==> src/hw/rtl/qrs_pkg.sv <==
// Shared widths and status codes for the quadratic root solver.
package qrs_pkg;

  localparam int COEF_W = 16;
  localparam int DISC_W = 34;            // b*b - 4ac, signed
  localparam int SQRT_W = DISC_W / 2;    // one root bit per sqrt stage
  localparam int NUM_W  = 33;            // |num| << 16, one quotient bit per stage
  localparam int DEN_W  = 17;            // |2a|
  localparam int ROOT_W = 32;

  localparam logic [1:0] STAT_NONE   = 2'd0;
  localparam logic [1:0] STAT_ONE    = 2'd1;
  localparam logic [1:0] STAT_TWO    = 2'd2;
  localparam logic [1:0] STAT_ZERO_A = 2'd3;

endpackage

==> src/hw/rtl/qrs_div.sv <==
// Pipelined unsigned restoring divider, one quotient bit per stage.
module qrs_div
  import qrs_pkg::*;
(
  input  logic             clk,
  input  logic             en,
  input  logic [NUM_W-1:0] num_in,
  input  logic [DEN_W-1:0] den_in,
  output logic [NUM_W-1:0] quo
);

  logic [DEN_W-1:0] rem [NUM_W];
  logic [NUM_W-1:0] dvd [NUM_W];
  logic [NUM_W-1:0] qac [NUM_W];
  logic [DEN_W-1:0] den [NUM_W];

  logic [DEN_W-1:0] rem_next [NUM_W];
  logic [NUM_W-1:0] dvd_next [NUM_W];
  logic [NUM_W-1:0] qac_next [NUM_W];
  logic [DEN_W-1:0] den_next [NUM_W];

  logic [DEN_W-1:0] prev_rem [NUM_W];
  logic [NUM_W-1:0] prev_dvd [NUM_W];
  logic [NUM_W-1:0] prev_qac [NUM_W];
  logic [DEN_W:0]   shifted  [NUM_W];

  always_comb begin
    for (int i = 0; i < NUM_W; i++) begin
      if (i == 0) begin
        prev_rem[i]  = '0;
        prev_dvd[i]  = num_in;
        prev_qac[i]  = '0;
        den_next[i]  = den_in;
      end else begin
        prev_rem[i]  = rem[i-1];
        prev_dvd[i]  = dvd[i-1];
        prev_qac[i]  = qac[i-1];
        den_next[i]  = den[i-1];
      end
      shifted[i]  = {prev_rem[i], prev_dvd[i][NUM_W-1]};
      dvd_next[i] = {prev_dvd[i][NUM_W-2:0], 1'b0};
      if (shifted[i] >= {1'b0, den_next[i]}) begin
        rem_next[i] = DEN_W'(shifted[i] - {1'b0, den_next[i]});
        qac_next[i] = {prev_qac[i][NUM_W-2:0], 1'b1};
      end else begin
        rem_next[i] = shifted[i][DEN_W-1:0];
        qac_next[i] = {prev_qac[i][NUM_W-2:0], 1'b0};
      end
    end
  end

  always_ff @(posedge clk) begin
    if (en) begin
      for (int i = 0; i < NUM_W; i++) begin
        rem[i] <= rem_next[i];
        dvd[i] <= dvd_next[i];
        qac[i] <= qac_next[i];
        den[i] <= den_next[i];
      end
    end
  end

  assign quo = qac[NUM_W-1];

endmodule

==> config.mk <==
export PLATFORM = sky130hd
export DESIGN_NAME = qrs_div
export DESIGN_NICKNAME = d
export VERILOG_FILES = /design/src/hw/rtl/qrs_pkg.sv /design/src/hw/rtl/qrs_div.sv
export SDC_FILE = /design/constraint.sdc
export NUM_CORES = 2
export LEC_CHECK = 0
export BUFFER_PORTS_ARGS = -buffer_cell sky130_fd_sc_hd__buf_2
export CAP_MARGIN = 25
export CORE_AREA = 2 2 418 420
export DETAILED_ROUTE_END_ITERATION = 10
export DIE_AREA = 0 0 420 422
export PLACE_DENSITY_LB_ADDON = 0.3
export SLEW_MARGIN = 20
export SYNTH_ARGS = -nofsm -noshare
export SYNTH_HDL_FRONTEND = slang
export SYNTH_SLANG_ARGS = --single-unit
==> constraint.sdc <==
create_clock -name clk -period 3.17 [get_ports clk]
set_input_delay 0.1585 -clock clk [delete_from_list [all_inputs] [get_ports clk]]
set_output_delay 0.1585 -clock clk [all_outputs]
set_load 0.01 [all_outputs]
-- After elaboration in Yosys (flattened, before gate mapping)
Memory sizes are Yosys's and may differ from the RTL's.
Index checks and enable logic that the tools add are counted.
- RAM bits: 3267
- ROM bits: 0
- register bits after elaboration: 0
- memories kept: 4
- input port bits: 52
- output and inout bits: 33
- bits in latches: 0
- word-level logic and storage cells: 138
- multiply operators: 0
- shifts and indexed selects: 0
- bitwise gates (word level): 0
- order comparisons: 33
- $add $sub $neg: 33
- eq/ne operators: 0
- div/mod/pow operators: 0
- reduce and logical (&&, ||, !) cells: 0
- mux-type cells: 68
- memories (name ; words ; width ; read ports ; clocked after memory_dff ; write ports ; RTL line ; source):
    qac ; 33 ; 33 ; 33 ; 0 ; 33 ; qrs_div.sv:14 ; logic [NUM_W-1:0] qac [NUM_W];
    dvd ; 33 ; 32 ; 32 ; 0 ; 33 ; qrs_div.sv:13 ; logic [NUM_W-1:0] dvd [NUM_W];
    den ; 33 ; 17 ; 32 ; 0 ; 33 ; qrs_div.sv:15 ; logic [DEN_W-1:0] den [NUM_W];
    rem ; 33 ; 17 ; 32 ; 0 ; 33 ; qrs_div.sv:12 ; logic [DEN_W-1:0] rem [NUM_W];
- operators with widths (cell ; count):
    $ge 18x17->1 ; 32
    $mux 17 ; 33
    $sub 17x17->17 ; 32
    $mux 1 ; 35
    $ge 1x17->1 ; 1
    $sub 1x17->17 ; 1

-- Logic depth before layout (Yosys ltp)
An unclocked memory read counts as a cell.
- depth after elaboration: 3
- mapped depth: 15
- mapped depth without buffers: 13

-- Least setup slack after synthesis
OpenSTA, ideal clock, no wires.
- kind: register to register
- start: memory dvd[0][831] (netlist name)
- end: memory rem[26][9], in the netlist rem[0][451] (data pin)
- buffers on the path: 1
- data arrival time: 3172 ps
- library setup time: 260 ps
- stages on the path, launching flop included: 14
- data required time: 2910 ps
- path slack: -262 ps
- clock period less this slack: 3432 ps
- cells stage by stage: edfxtp_1 inv_1 ha_1 inv_1 fa_1 a211oi_1 nor2_1 o311ai_1 nand2_1 o211ai_1 a211oi_1 a2111oi_4 buf_4 mux2_2
- RTL lines (what ; RTL line):
    start: declaration ; qrs_div.sv:13
    end: declaration ; qrs_div.sv:12

==> results.toml <==
[sta]
layout_min_cycle_time_ns = 3.299
fmax_ghz = 0.3032
setup_viol = 97
fin_skew_ns = 0.05432
setup_slack_ns = -0.1287
period_share_pct = 104.1
hold_viol = 0
tightestPinTransition_ns = 0.8151
slew_viol_final = 0
slew_headroom_pct = 45.16
worst_hold_slack_ns = 0.2032
rsz0062_at_grt = "true"

[setup_path]
crit_fanout = 7
critPathLaunch = "rem[0][309]$_DFFE_PP_"
cp.buffers_inverters = 1
crit_slowest_cell = "or4_4"
cp-end-kind = "flip-flop"
r2r_slack_ns = -0.13
path_depth = 9
path_cells = "ha_1 > a21oi_1 > o21ai_0 > o41a_1 > o41ai_2 > a21oi_1 > or4_4 > buf_8 > mux2_4"
rr_startpoint = "rem[0][309]$_DFFE_PP_"
rr_worst_depth = 9
r2r_end = "rem[0][336]$_DFFE_PP_"
arrival_ns = 3.90
setup.worst_path.end = "rem[0][336]$_DFFE_PP_"
worst_path_most_repeated_cell = "a21oi_1"
crit_family = "compound AO/OA/AOI/OAI gates"
slowest_delay_ns = 0.58
cp.required_ns = 3.77
worstSetupPathType = "flip-flop to flip-flop"
startpoint_type = "flip-flop"

[grt]
overflow = 0
grt_pass1_wl_um = 290300
antenna_found_initial = 0
grt_max_degree = 132
grt_pass1_vias = 55450
grt.total_usage_pct = 20.57

[finish]
layout-drive-gt1-share_pct = 17.79
final_util_pct = 66.26
layout.nets = 8200
syn_to_final_growth_pct = 17.13

[logic_synthesis]
syn-num-nets = 7503
synth_warnings = 0
synth.top_cells.by_area = "edfxtp_1, ha_1, mux2_2"
async_flop_share_pct = 0
seq_area_frac_synth_pct = 66.85
synth_edf_count = 2177
synth_cells = 6874
synthFlopType = "edfxtp_1"
synth_top_area_share_pct = 66.85
syn_area_per_cell_um2 = 14.23
ys_seq_elements = 2177
synth_area_um2 = 97780
synthDistinctLibCells = 81
synth_top_area_cell = "edfxtp_1"

[placed_design]
dpl_worst_slack_ns = -0.3338
placement.io_buffers = 84
gp_congestion = 0.9112
dp_hpwl_um = 122900

[cts]
cts_made_buffers = 218
clockBufferDepth = 3
cts_tree = "built"
worstSkewPairLatency_ns = 0.87
htree_levels = 4
cts_root_buffer = "clkbuf_16"
clk_pin_slew_ns = 0.06
cts_sinks = 2177

[power_and_ir_drop]
leakage_uw = 0.04461
powerDensity_nw_per_um2 = 972.6
power_uw = 111400
ir_drop_mv = 0.6511

[run]
cap_violations = 0

[status]
failed_checks = "negative setup slack"
status = "complete, but fails checks"

[floorplanning]
dieArea_um2 = 177200
floorplan.die.height_um = 422
placementRows = 153
die_width_um = 420
initial_core_util_pct = 56.57
core_region_area_um2 = 172900
ioPinCount = 85

[routing]
ant_nets = 0
wire_per_inst_um = 18.39
drc_errors = 0
wirelength_um = 185400
vias = 55640
vias_per_cell = 5.519
first_pass_iters = 6
drt_iter0_drc = 3855

[worst_hold_path]
min_path_type = "input pin to flip-flop"
metrics by stage:
step	setup TNS, ns	instance area (um^2)	instances
2_1_floorplan	-2.427	97980	6874
3_3_place_gp	-14.30	103500	9464
3_5_place_dp	-23.25	103500	9464
4_1_cts	-6.747	112600	10000
5_1_grt	-23.98	114500	10080
6_report	-6.548	114500	10080
power by group:
part	switching, uW	total (uW)	internal (uW)
Clock	11000	26200	15200
Sequential	3330	42600	39300
Combinational	21300	42600	21200
worst register-to-register path, stage by stage, from the launching register on:
cell and delay, ns:
edfxtp_1 0.41, ha_1 0.34, a21oi_1 0.28, o21ai_0 0.17, o41a_1 0.43, o41ai_2 0.27, a21oi_1 0.11, or4_4 0.58
buf_8 0.16, mux2_4 0.29
placed cells by master, fill, tap and decap left out, drive strengths merged, types with 239 or more instances in the layout:
cell type  instances
a21oi            457
buf              440
clkbuf           263
edfxtp          2177
ha               546
inv              721
mux2             330
nand2            307
nor2             356
o21ai            305
xnor2            239
cell families (layout without fill, tap and decap cells):
family          after synthesis  in the layout  synth area share (%)
xor+xnor                    396            396                 3.547
buf+inv                     797           1678                 3.123
other cells                   0              1                     0
flops                      2177           2177                 66.85
compound gates             1404           1404                 9.095
mux                         369            369                 4.226
fa+ha+maj                   577            577                 7.621
simple gates               1154           1154                 5.533
flip-flops by register name, indices dropped and copies added (netlist names):
name / cells
dvd: 528
rem: 544
den: 544
qac: 561
what timing repair did:
item | 4_1_cts | 5_1_grt
cloned | 5 | 17
gates resized for setup | 106 | 327
hold buffers | 100 | 0
buffers inserted | 29 | 67
hold endpoints to repair | 137 | 0
endpoints found under the setup margin | 321 | 442
pin swaps | 29 | 111
worst min path at each step:
stage	start	slack, ns	depth (start not counted)	to
2_1_floorplan	den_in[0]	0.26	0	den[0][0]$_DFFE_PP_
3_3_place_gp	num_in[10]	0.34	1	dvd[0][10]$_DFFE_PP_
3_5_place_dp	num_in[21]	0.34	1	dvd[0][21]$_DFFE_PP_
4_1_cts	num_in[32]	0.07	4	rem[0][0]$_DFFE_PP_
5_1_grt	num_in[32]	0.18	4	rem[0][0]$_DFFE_PP_
6_report	num_in[32]	0.20	4	rem[0][0]$_DFFE_PP_
layer usage:
metal	part of all wire [%]	track usage, %
met3	3.9	2.848
met2	50	34.49
met5	0	0
met1	43	27.20
met4	3.5	8.040
synthesized netlist by cell type, drive strengths merged (44+ instances only):
cell	count
edfxtp	2177
inv	717
ha	546
a21oi	457
nor2	356
mux2	330
nand2	307
o21ai	305
xnor2	239
a21o	159
xor2	157
nor3	111
o21bai	81
nand3	70
nand4	61
o21a	61
a211oi	59
nor2b	58
o31ai	47
clkbuf	45
nand2b	44
final cells by class:
cell class,instances,area (um^2)
Antenna cell,1,2.502
Multi-Input combinational cell,3900,30840
Fill cell,11830,58330
Inverter,719,2714
Clock buffer,248,5568
Clock inverter,156,1873
Timing Repair Buffer,555,5255
Sequential cell,2177,65370
Tap cell,2325,2909
Power figures use the tool's default switching activity.
