## src/hw/rtl/qrs_pkg.sv

```systemverilog
// Shared widths and status codes for the quadratic root solver.
package qrs_pkg;

  localparam int COEF_W = 16;
  localparam int DISC_W = 34;            // b*b - 4ac, signed
  localparam int SQRT_W = DISC_W / 2;    // one root bit per sqrt stage
  localparam int NUM_W  = 33;            // |num| << 16, one quotient bit per stage
  localparam int DEN_W  = 17;            // |2a|
  localparam int ROOT_W = 32;

  localparam logic [1:0] STAT_NONE   = 2'd0;
  localparam logic [1:0] STAT_ONE    = 2'd1;
  localparam logic [1:0] STAT_TWO    = 2'd2;
  localparam logic [1:0] STAT_ZERO_A = 2'd3;

endpackage

```

## src/hw/rtl/qrs_sqrt.sv

```systemverilog
// Pipelined integer square root, one result bit per stage.
module qrs_sqrt
  import qrs_pkg::*;
(
  input  logic              clk,
  input  logic              en,
  input  logic [DISC_W-1:0] d_in,
  output logic [SQRT_W-1:0] root
);

  logic [SQRT_W+1:0] rem   [SQRT_W];
  logic [SQRT_W-1:0] part  [SQRT_W];
  logic [DISC_W-1:0] rest  [SQRT_W];

  logic [SQRT_W+1:0] rem_next  [SQRT_W];
  logic [SQRT_W-1:0] part_next [SQRT_W];
  logic [DISC_W-1:0] rest_next [SQRT_W];

  logic [SQRT_W+1:0] prev_rem  [SQRT_W];
  logic [SQRT_W-1:0] prev_part [SQRT_W];
  logic [DISC_W-1:0] prev_rest [SQRT_W];
  logic [SQRT_W+3:0] shifted   [SQRT_W];
  logic [SQRT_W+3:0] trial     [SQRT_W];

  always_comb begin
    for (int i = 0; i < SQRT_W; i++) begin
      if (i == 0) begin
        prev_rem[i]  = '0;
        prev_part[i] = '0;
        prev_rest[i] = d_in;
      end else begin
        prev_rem[i]  = rem[i-1];
        prev_part[i] = part[i-1];
        prev_rest[i] = rest[i-1];
      end
      // bring down the next two bits, try (2q << 1) | 1
      shifted[i] = {prev_rem[i], prev_rest[i][DISC_W-1 -: 2]};
      trial[i]   = {2'b00, prev_part[i], 2'b01};
      rest_next[i] = {prev_rest[i][DISC_W-3:0], 2'b00};
      if (shifted[i] >= trial[i]) begin
        rem_next[i]  = SQRT_W'(0) + (SQRT_W+2)'(shifted[i] - trial[i]);
        part_next[i] = {prev_part[i][SQRT_W-2:0], 1'b1};
      end else begin
        rem_next[i]  = shifted[i][SQRT_W+1:0];
        part_next[i] = {prev_part[i][SQRT_W-2:0], 1'b0};
      end
    end
  end

  always_ff @(posedge clk) begin
    if (en) begin
      for (int i = 0; i < SQRT_W; i++) begin
        rem[i]  <= rem_next[i];
        part[i] <= part_next[i];
        rest[i] <= rest_next[i];
      end
    end
  end

  assign root = part[SQRT_W-1];

endmodule

```

## config.mk

```make
export PLATFORM = sky130hd
export DESIGN_NAME = qrs_sqrt
export DESIGN_NICKNAME = d
export VERILOG_FILES = /design/src/hw/rtl/qrs_pkg.sv /design/src/hw/rtl/qrs_sqrt.sv
export SDC_FILE = /design/constraint.sdc
export NUM_CORES = 1
export LEC_CHECK = 0
export BUFFER_PORTS_ARGS = -buffer_cell sky130_fd_sc_hd__buf_2
export CAP_MARGIN = 20
export CORE_ASPECT_RATIO = 0.7
export CORE_UTILIZATION = 57
export CTS_CLUSTER_SIZE = 10
export DETAILED_ROUTE_END_ITERATION = 6
export GPL_TIMING_DRIVEN = 0
export HOLD_SLACK_MARGIN = 0.05
export PLACE_DENSITY = 0.76
export SLEW_MARGIN = 20
export SYNTH_ARGS = -nofsm -noshare
export SYNTH_HDL_FRONTEND = slang
export SYNTH_SLANG_ARGS = --single-unit
export TNS_END_PERCENT = 50
```

## constraint.sdc

```tcl
create_clock -name clk -period 2.84 [get_ports clk]
set_input_delay 0 -clock clk [delete_from_list [all_inputs] [get_ports clk]]
set_output_delay 0 -clock clk [all_outputs]
set_load 0.02 [all_outputs]
```

Word level (Yosys, flattened, before mapping)
Memory sizes are Yosys's and may differ from the RTL's.
Cells that the tools add are included.
- flip-flop bits (word level): 0
- bits in latches: 0
- bits in writable memories: 1156
- memory bits (read-only): 0
- input bits: 36
- word-level logic and storage cells: 73
- memories: 3
- add/subtract/negate cells: 17
- multiply operators: 0
- div/mod/pow operators: 0
- order comparisons: 17
- eq/ne operators: 0
- shifts and indexed selects: 0
- muxes and demuxes: 36
- bitwise operators: 0
- reductions and logical operators: 0
- memory list (memory ; depth ; width ; rd ports ; clocked after memory_dff ; wr ports ; line ; RTL):
    rest ; 17 ; 32 ; 16 ; 0 ; 17 ; qrs_sqrt.sv:13 ; logic [DISC_W-1:0] rest [SQRT_W];
    rem ; 17 ; 19 ; 16 ; 0 ; 17 ; qrs_sqrt.sv:11 ; logic [SQRT_W+1:0] rem [SQRT_W];
    part ; 17 ; 17 ; 17 ; 0 ; 17 ; qrs_sqrt.sv:12 ; logic [SQRT_W-1:0] part [SQRT_W];
- operators by type and width (operator ; count):
    21-bit by 19-bit greater-or-equal comparator with 1-bit output ; 16
    19-bit two-way mux ; 17
    19-bit subtractor ; 16
    1-bit two-way mux ; 19
    2-bit by 1-bit subtractor with 3-bit output (second input constant) ; 1
    2-bit by 1-bit greater-or-equal comparator with 1-bit output (second input constant) ; 1

Logic depth before layout (Yosys ltp)
Gate-level depths: netlist of run 1.
An unclocked memory read counts as a cell.
- word-level depth: 3
- mapped depth: 12

Worst setup path before layout of run 1
Ideal clock, no wire load.
- path kind: register -> register
- from: memory rem[0][274] (netlist name)
- to: memory rem[0][294] (netlist name), data pin
- data arrival time: 2590 ps
- data required time: 2584 ps
- setup slack: -6 ps
- stages on the path, launching flop included: 12
- cells stage by stage: edfxtp_1 ha_1 clkbuf_1 nand3_1 or3_1 o21a_1 nand2_1 o21bai_1 clkbuf_1 clkbuf_1 nor2_1 a31o_2
- RTL lines (element ; line):
    start: declaration ; qrs_sqrt.sv:11

==> summary.md, run 1 <==
The worst voltage drop across the vdd grid is 0.576 mV. The number of nets in the synthesized netlist is 2681. The layout cell share with drive strength beyond 1 is 0.139. After detailed placement, the total cell area comes to 34200 µm². The final global-route overflow total is 0, and the area used by sequential logic in the layout is 21200 µm².

Across the routed clock network, the largest skew measured is 34.3 ps. The worst-path maximum fanout works out to 4. The clock-pin slew on the worst setup and hold paths is 50 ps, and the count of inserted antenna diode cells is 0. The largest single stage delay on the critical path is 530 ps.

The area growth from synthesis to layout works out to 16.4%. For the count of final max-slew check failures, the log shows 0. Summing every instance area after synthesis gives 32800 µm². Once detailed placement completed, the half-perimeter wirelength came to 44.1 mm. The residual DRC count came out at 0.

After routing the design area is 38100 µm². The setup slack of the critical path after layout came out at -30.9 ps. The dominant synthesized flop cell was edfxtp_1. The count of buffers added on input and output ports is 52. Entering global routing, the biggest net connects 114 pins. For the worst setup path, the data required time is 3190 ps.

For the number of setup violations in the final report, the log shows 1. Setup repair after global routing could not meet its margin everywhere. Dominant delay contributor by cell family on the critical path: compound AO/OA/AOI/OAI gates.

The post-route minimum period was 2870 ps; the total number of clock tree sinks was 707. The number of buffers added by the clock tree synthesis step is 80. The floorplan step defined a core boundary enclosing 56800 µm². The final reports fail on negative setup slack. The max-cap check violation count came out at 0.

The kind of start point of the critical path is a register. Leaving out fill and tap cells, the most frequent cell in the layout is edfxtp_1. The deepest level of the CTS H-tree was 3. The buffer cell driving the clock tree root was clkbuf_16. Synthesis instantiated 79 different standard cells from the library.

The vertical extent of the die was 203 µm. The total iterations of the first detailed-routing run came out at 5. Counting the fill cells in the layout gives 3827. For the share of synthesized area occupied by flip-flops and latches, the log shows 0.648. The first routing iteration left 1756 violations. The via count of the routed design came out at 20437.

The net count of the finished layout is 2910. The first global-routing pass estimated 109 mm of wire. At the worst endpoint, the arrival time is 3220 ps.

Leaving out fill and tap cells, the most frequent cells in the layout are edfxtp_1, inv_1, nor2_1. In this run the most critical hold path is launched from d_in[23]. The worst reg-to-reg path cell count was 8.

For flop-to-flop paths, the worst setup slack is -30 ps. In this run the critical register-to-register path is captured at rem[0][278]. The category of the most critical setup path is reg -> reg. The die is 289 µm wide. At the pin with the least slew margin, the transition time is 723 ps. The async set or reset register ratio after synthesis was 0. TritonCTS built the clock tree. In this run the remaining antenna-violating nets after routing total 0. The flow ran to the end, but the final reports show violations. Summed over all cells, the static leakage comes to 14.6 nW. The congestion estimate from routability-driven global placement came to 0.946. The flop and latch count out of synthesis works out to 707.

The tools report the final count of hold timing violations as 0. Derived from the worst setup path, the maximum achievable clock frequency is 0.348 GHz. Dividing the detail-routed wire length by the instance count gives 20.1 µm. The worst hold path terminates at rest[0][23].

The slowest library cell on the worst path was or4b_4. Total power draw: 0.0272 W. The category of the worst setup path capture point is a register. The number of placement rows was 73. The initial antenna violation count was 0; the average instance area after synthesis was 13.2 µm². Along the worst hold path, the cell count comes to 2. The buffering stage count on the worst path with inverters included came out at 0. The most numerous cell type found on the critical path is o31a_1.

The startpoint identified for the worst register-to-register timing path is rem[0][247]. The cell count after synthesis came out at 2474. The number of global-route vias before repair was 20259; the wire length reported by the detailed router was 69.5 mm. The worst-skew pair later-pin latency is 640 ps, and the share of the clock period used by the worst path after layout is 1.01. The class of the tightest hold or removal check is in -> reg. The run gives 0.238 as the global router's overall resource usage.

The clock passes through at most 3 buffers. The floorplan step defined a die boundary enclosing 58500 µm². In the final layout, the multi-input gates occupy 11300 µm². The initial core utilization is 0.577. The power density over the cells was 713 nW/µm²; the number of enable-type register cells in the synthesized netlist was 707. The Yosys step of the flow raised 0 warnings.

The max-slew headroom at the worst pin was 0.516. In this run the count of I/O pins placed on the die edge is 53. The average via count per standard cell was 5.90. Walking the worst path, the cells encountered are ha_4, nor2b_4, o31a_1, or4b_4, a311oi_4, o31a_1, xor2_1, a21oi_2.
## metal layers
layer  track usage  vias up  routed length, µm
li1              -     9597                  -
met1         0.364     9986              32900
met2         0.339      739              29700
met3        0.0579      115               5560
met4        0.0629        0               1330
met5             0        -                  0
## what timing repair did
item,CTS,global route
pin swaps,9,22
buffers inserted,7,21
hold buffers,67,0
endpoints found under the hold margin,97,0
gates resized for setup,94,116
endpoints found under the setup margin,173,187
## worst max path at each step
| stage | to | slack [ps] | cells past startpoint | startpoint |
|---|---|---|---|---|
| 6_report | rem[0][278] | -30 | 8 | rem[0][247] |
| 3_5_place_dp | rem[0][183] | -800 | 10 | rem[0][158] |
| 2_1_floorplan | rem[0][262] | 60 | 11 | rem[0][238] |
| 3_3_place_gp | rem[0][109] | -8390 | 1 | en |
| 5_1_grt | rem[0][241] | -60 | 8 | rem[0][210] |
| 4_1_cts | rem[0][240] | -90 | 8 | rem[0][209] |
## metrics by stage
step / utilization / hold slack, ps / TNS [ps] / instances / worst slack (ps)
2_1_floorplan: - / 98.9 / 0 / 2474 / 60.0
3_3_place_gp: 0.598 / 176 / -5943740 / 3276 / -8390
3_5_place_dp: 0.602 / 178 / -64860 / 3284 / -798
4_1_cts: 0.660 / 56.7 / -1090 / 3443 / -92.0
5_1_grt: 0.671 / 93.6 / -365 / 3461 / -59.5
6_report: 0.671 / 111 / -30.9 / 3461 / -30.9
## cells by family after synthesis
group | count (synthesis) | share of synthesized area
flip-flops | 707 | 0.648
AND/OR/NAND/NOR | 600 | 0.0928
AO/OA/AOI/OAI | 498 | 0.0956
buffers and inverters | 258 | 0.0316
XOR/XNOR | 202 | 0.0540
adder cells (fa/ha/maj) | 171 | 0.0653
multiplexers | 37 | 0.0125
other | 1 | 0.000114
## cell usage after synthesis, drive strengths merged, types with 10 or more instances
library cell | number | area [µm²]
a21oi | 169 | 846
a211oi | 17 | 128
a21boi | 12 | 90.1
and2 | 10 | 62.6
buf | 21 | 146
or4 | 16 | 128
a21o | 37 | 278
xor2 | 96 | 841
or3 | 28 | 178
and3 | 12 | 76.3
xnor2 | 106 | 928
nor2 | 181 | 679
nand3 | 31 | 155
inv | 205 | 769
nand4 | 20 | 125
nand2b | 28 | 175
ha | 171 | 2140
nor4 | 39 | 250
clkbuf | 32 | 120
o211ai | 11 | 87.6
nand2 | 119 | 447
nor2b | 27 | 169
mux2 | 32 | 360
edfxtp | 707 | 21200
o21a | 55 | 413
nor3 | 42 | 210
a31oi | 10 | 62.6
o21ai | 102 | 510
o21bai | 12 | 90.1
## registers in the layout (all words and copies together), names as in the netlist
register and flops:
rest 272, part 153, rem 282
## area by class of cell
type	count	share of cell area
Sequential cell	707	0.557
Multi-Input combinational cell	1509	0.296
Clock buffer	83	0.0528
Timing Repair Buffer	155	0.0355
Tap cell	750	0.0246
Inverter	205	0.0204
Buffer	45	0.00866
Clock inverter	7	0.00495
## where the power goes
group | internal (W) | leakage [nW] | switching [W] | total (W)
Combinational | 0.00198 | 6.74 | 0.00250 | 0.00448
Clock | 0.00507 | 1.06 | 0.00405 | 0.00912
Sequential | 0.0129 | 6.77 | 0.000714 | 0.0136
Note: power is estimated with default switching activity, not from simulation.
==> run 2, diff against run 1 <==
==> constraint.sdc (replaced) <==
create_clock -name clk -period 2.84 [get_ports clk]
set_input_delay 0.284 -clock clk [delete_from_list [all_inputs] [get_ports clk]]
set_output_delay 0.284 -clock clk [all_outputs]
set_load 0.02 [all_outputs]
==> run 2 against run 1 <==
Against the previous run:
- the run still ends with negative setup slack left
- total power fell by 0.30%
- non-clock buffer count fell by 32
- global-route usage fell by 0.51 points
==> summary.md, run 2 (synthesized netlist as in run 1, its figures left out) <==
The largest registers in the layout are rem (282), rest (272), part (153). The signal on the critical path passes through ha_4, nor2b_4, o31a_1, or4b_4, a311oi_4, o31a_1, xor2_1, a21oi_2. The power density over the cells was 717 nW/µm² (+0.55%).

Vertical extent of the die: 203 µm (unchanged). The category of the worst setup path capture point is a register. The maximum clock skew at final layout is 35.3 ps (+0.938 ps), and the aggregate negative setup slack is -11.2 ps (+19.7 ps). The die boundary width is 289 µm (unchanged), and the final estimated routing congestion in global placement is 0.946 (unchanged). The most common cell after layout, fill and taps aside is edfxtp_1. The tools report the maximum number of buffers from clock root to sink as 3 (unchanged).

In this run the worst hold path is classified as in -> reg. The initial antenna violation count came out at 0 (unchanged). The number of I/O port buffers came out at 52 (unchanged).

The initial core utilization is 0.577 (unchanged). The placeable core area came out at 56800 µm² (unchanged). The run gives 19891 (-1.8%) as the number of global-route vias before repair.

The area growth from synthesis to layout is 15.4%, and the transition time of the tightest slew-check pin is 734 ps (+10.6 ps). The count of final max-slew check failures came out at 0 (unchanged). Detailed-route wire length per cell: 19.9 µm (-1.1%).

The max-cap check violation count was 0 (unchanged); the wire length reported by the detailed router was 68.1 mm (-2.0%). The residual DRC count came out at 0 (unchanged). Number of flip-flops in the largest register: 282 (unchanged). The library cells used most frequently in the layout, excluding fill and tap cells, are edfxtp_1, inv_1, nor2_1. The number of buffers added by the clock tree synthesis step is 80 (unchanged), and the deepest level of the CTS H-tree is 3 (unchanged). The longest individual stage delay on the worst path is 530 ps (about the same). Buffer cell driving the clock tree root: clkbuf_16.

The run gives 14.4 nW (-0.92%) as the total leakage power. The setup slack of the critical path after layout was -11.2 ps (+19.7 ps). Worst-skew pair later-pin latency: 630 ps (about the same).

Counting stages on the worst path, the most repeated cell is o31a_1. The clock-pin slew on the worst setup and hold paths is 60 ps (about the same). The worst reg-to-reg path cell count works out to 8 (unchanged). The average via count per standard cell is 5.90 (-0.13%). The tools report the pin count of the biggest net entering global routing as 114 (unchanged).

The critical path is of the reg -> reg type. The final global-route overflow total came out at 0 (unchanged). The hold-critical path depth is 1 (-1), and the arrival time of data at the critical path endpoint is 3200 ps (-20 ps). The final instance area is 37800 µm² (-0.84%).

The wire length of the first global-routing pass came out at 106 mm (-2.0%). The post-route minimum period was 2850 ps (-19.7 ps). The checks that failed: negative setup slack. The run finished, with violations left. The tools report the cell count after placement as 3284 (unchanged). On the critical path, the stage with the largest delay is an instance of or4b_4. The setup slack after placement is -798 ps (unchanged), and the total half-perimeter wirelength after legalization and detailed placement is 44.1 mm (unchanged). The tools report the count of inserted antenna diode cells as 0 (unchanged). The logs give 53 (unchanged) for the number of top-level design ports and 5 (unchanged) for the total iterations of the first detailed-routing run. Final antenna-violating net count: 0 (unchanged). The number of setup violations in the final report is 1 (unchanged).

The first-iteration detailed-routing DRC count is 1720 (-2.1%). The count of nets after finishing came out at 2878 (-1.1%). TritonCTS built the clock tree. The tools report the number of placement rows as 73 (unchanged).

The tools report the placement-stage cell area as 34200 µm² (unchanged). Global router's overall resource usage: 0.233 (-0.00509). Max-slew headroom at the worst pin: 0.508 (-0.00709). The run gives 0.936 mV (+62%) as the worst voltage drop across the vdd grid.

The share of the clock period used by the worst path after layout came out at 1.00 (-0.00694). The number of non-filler instances in the completed layout came out at 3429 (-0.92%). The kind of start point of the critical path was a register. Final count of hold timing violations: 0 (unchanged). The register with the most flip-flops in the final layout is rem. The fmax is 0.351 GHz (+0.69%), and the via count of the routed design is 20221 (-1.1%).

The total number of clock tree sinks was 707 (unchanged). The layout cell share with drive strength beyond 1 came out at 0.140 (+0.00166). The data required time at the worst endpoint was 3190 ps (about the same); the worst-path maximum fanout was 4 (unchanged). The die outline area was 58500 µm² (unchanged); the total power draw was 0.0271 W (-0.30%). Setup repair after global routing could not meet its margin everywhere.
run 2: worst paths after layout:
check	start	endpoint	slack [ps]
max reg2reg	rem[0][247]	rem[0][278]	-10
max	rem[0][247]	rem[0][278]	-10
min	en	rest[0][171]	110
min reg2reg	rest[0][35]	rest[0][69]	410
run 2: critical path: cells and delay by family (launching register included):
family,cells,cell delay [ps]
xor gates and xnor gates,1,170
adders and majority gates,1,290
DFF,1,440
AOI/OAI and AO/OA,4,1010
and+or+nand+nor,2,660
run 2: power by group:
part / switching (W) / internal [W]
clock: 0.00402 / 0.00507
combinational: 0.00249 / 0.00195
sequential: 0.000712 / 0.0129
run 2: area by class of cell:
cell class	count	area, µm²
flip-flops and latches	707	21200
fillers	3862	19000
multi-input cells	1509	11300
clock buffers	83	2010
repair buffers	123	1030
well taps	750	938
inverters	205	779
plain buffers	45	330
clock inverters	7	189
run 2: metal layers:
metal  part of all wire  routed length (µm)  vias up  GRT usage
li1                   -                   -     9524          -
met1               0.48               32700     9891      0.356
met3              0.075                5140       98     0.0563
met5                  0                   0        -          0
met2               0.43               29100      708      0.334
met4              0.017                1130        0     0.0576
run 2: per-stage QoR:
step | utilization | hold slack [ps]
2_1_floorplan | - | 383
3_3_place_gp | 0.598 | 401
3_5_place_dp | 0.602 | 405
4_1_cts | 0.654 | 77.2
5_1_grt | 0.666 | 103
6_report | 0.666 | 106
run 2: what timing repair did:
item / 4_1_cts / 5_1_grt
hold endpoints to repair: 35 / 0
endpoints found under the setup margin: 173 / 186
resized for setup: 94 / 116
pin swaps: 9 / 22
setup buffers: 7 / 21
hold buffers: 35 / 0
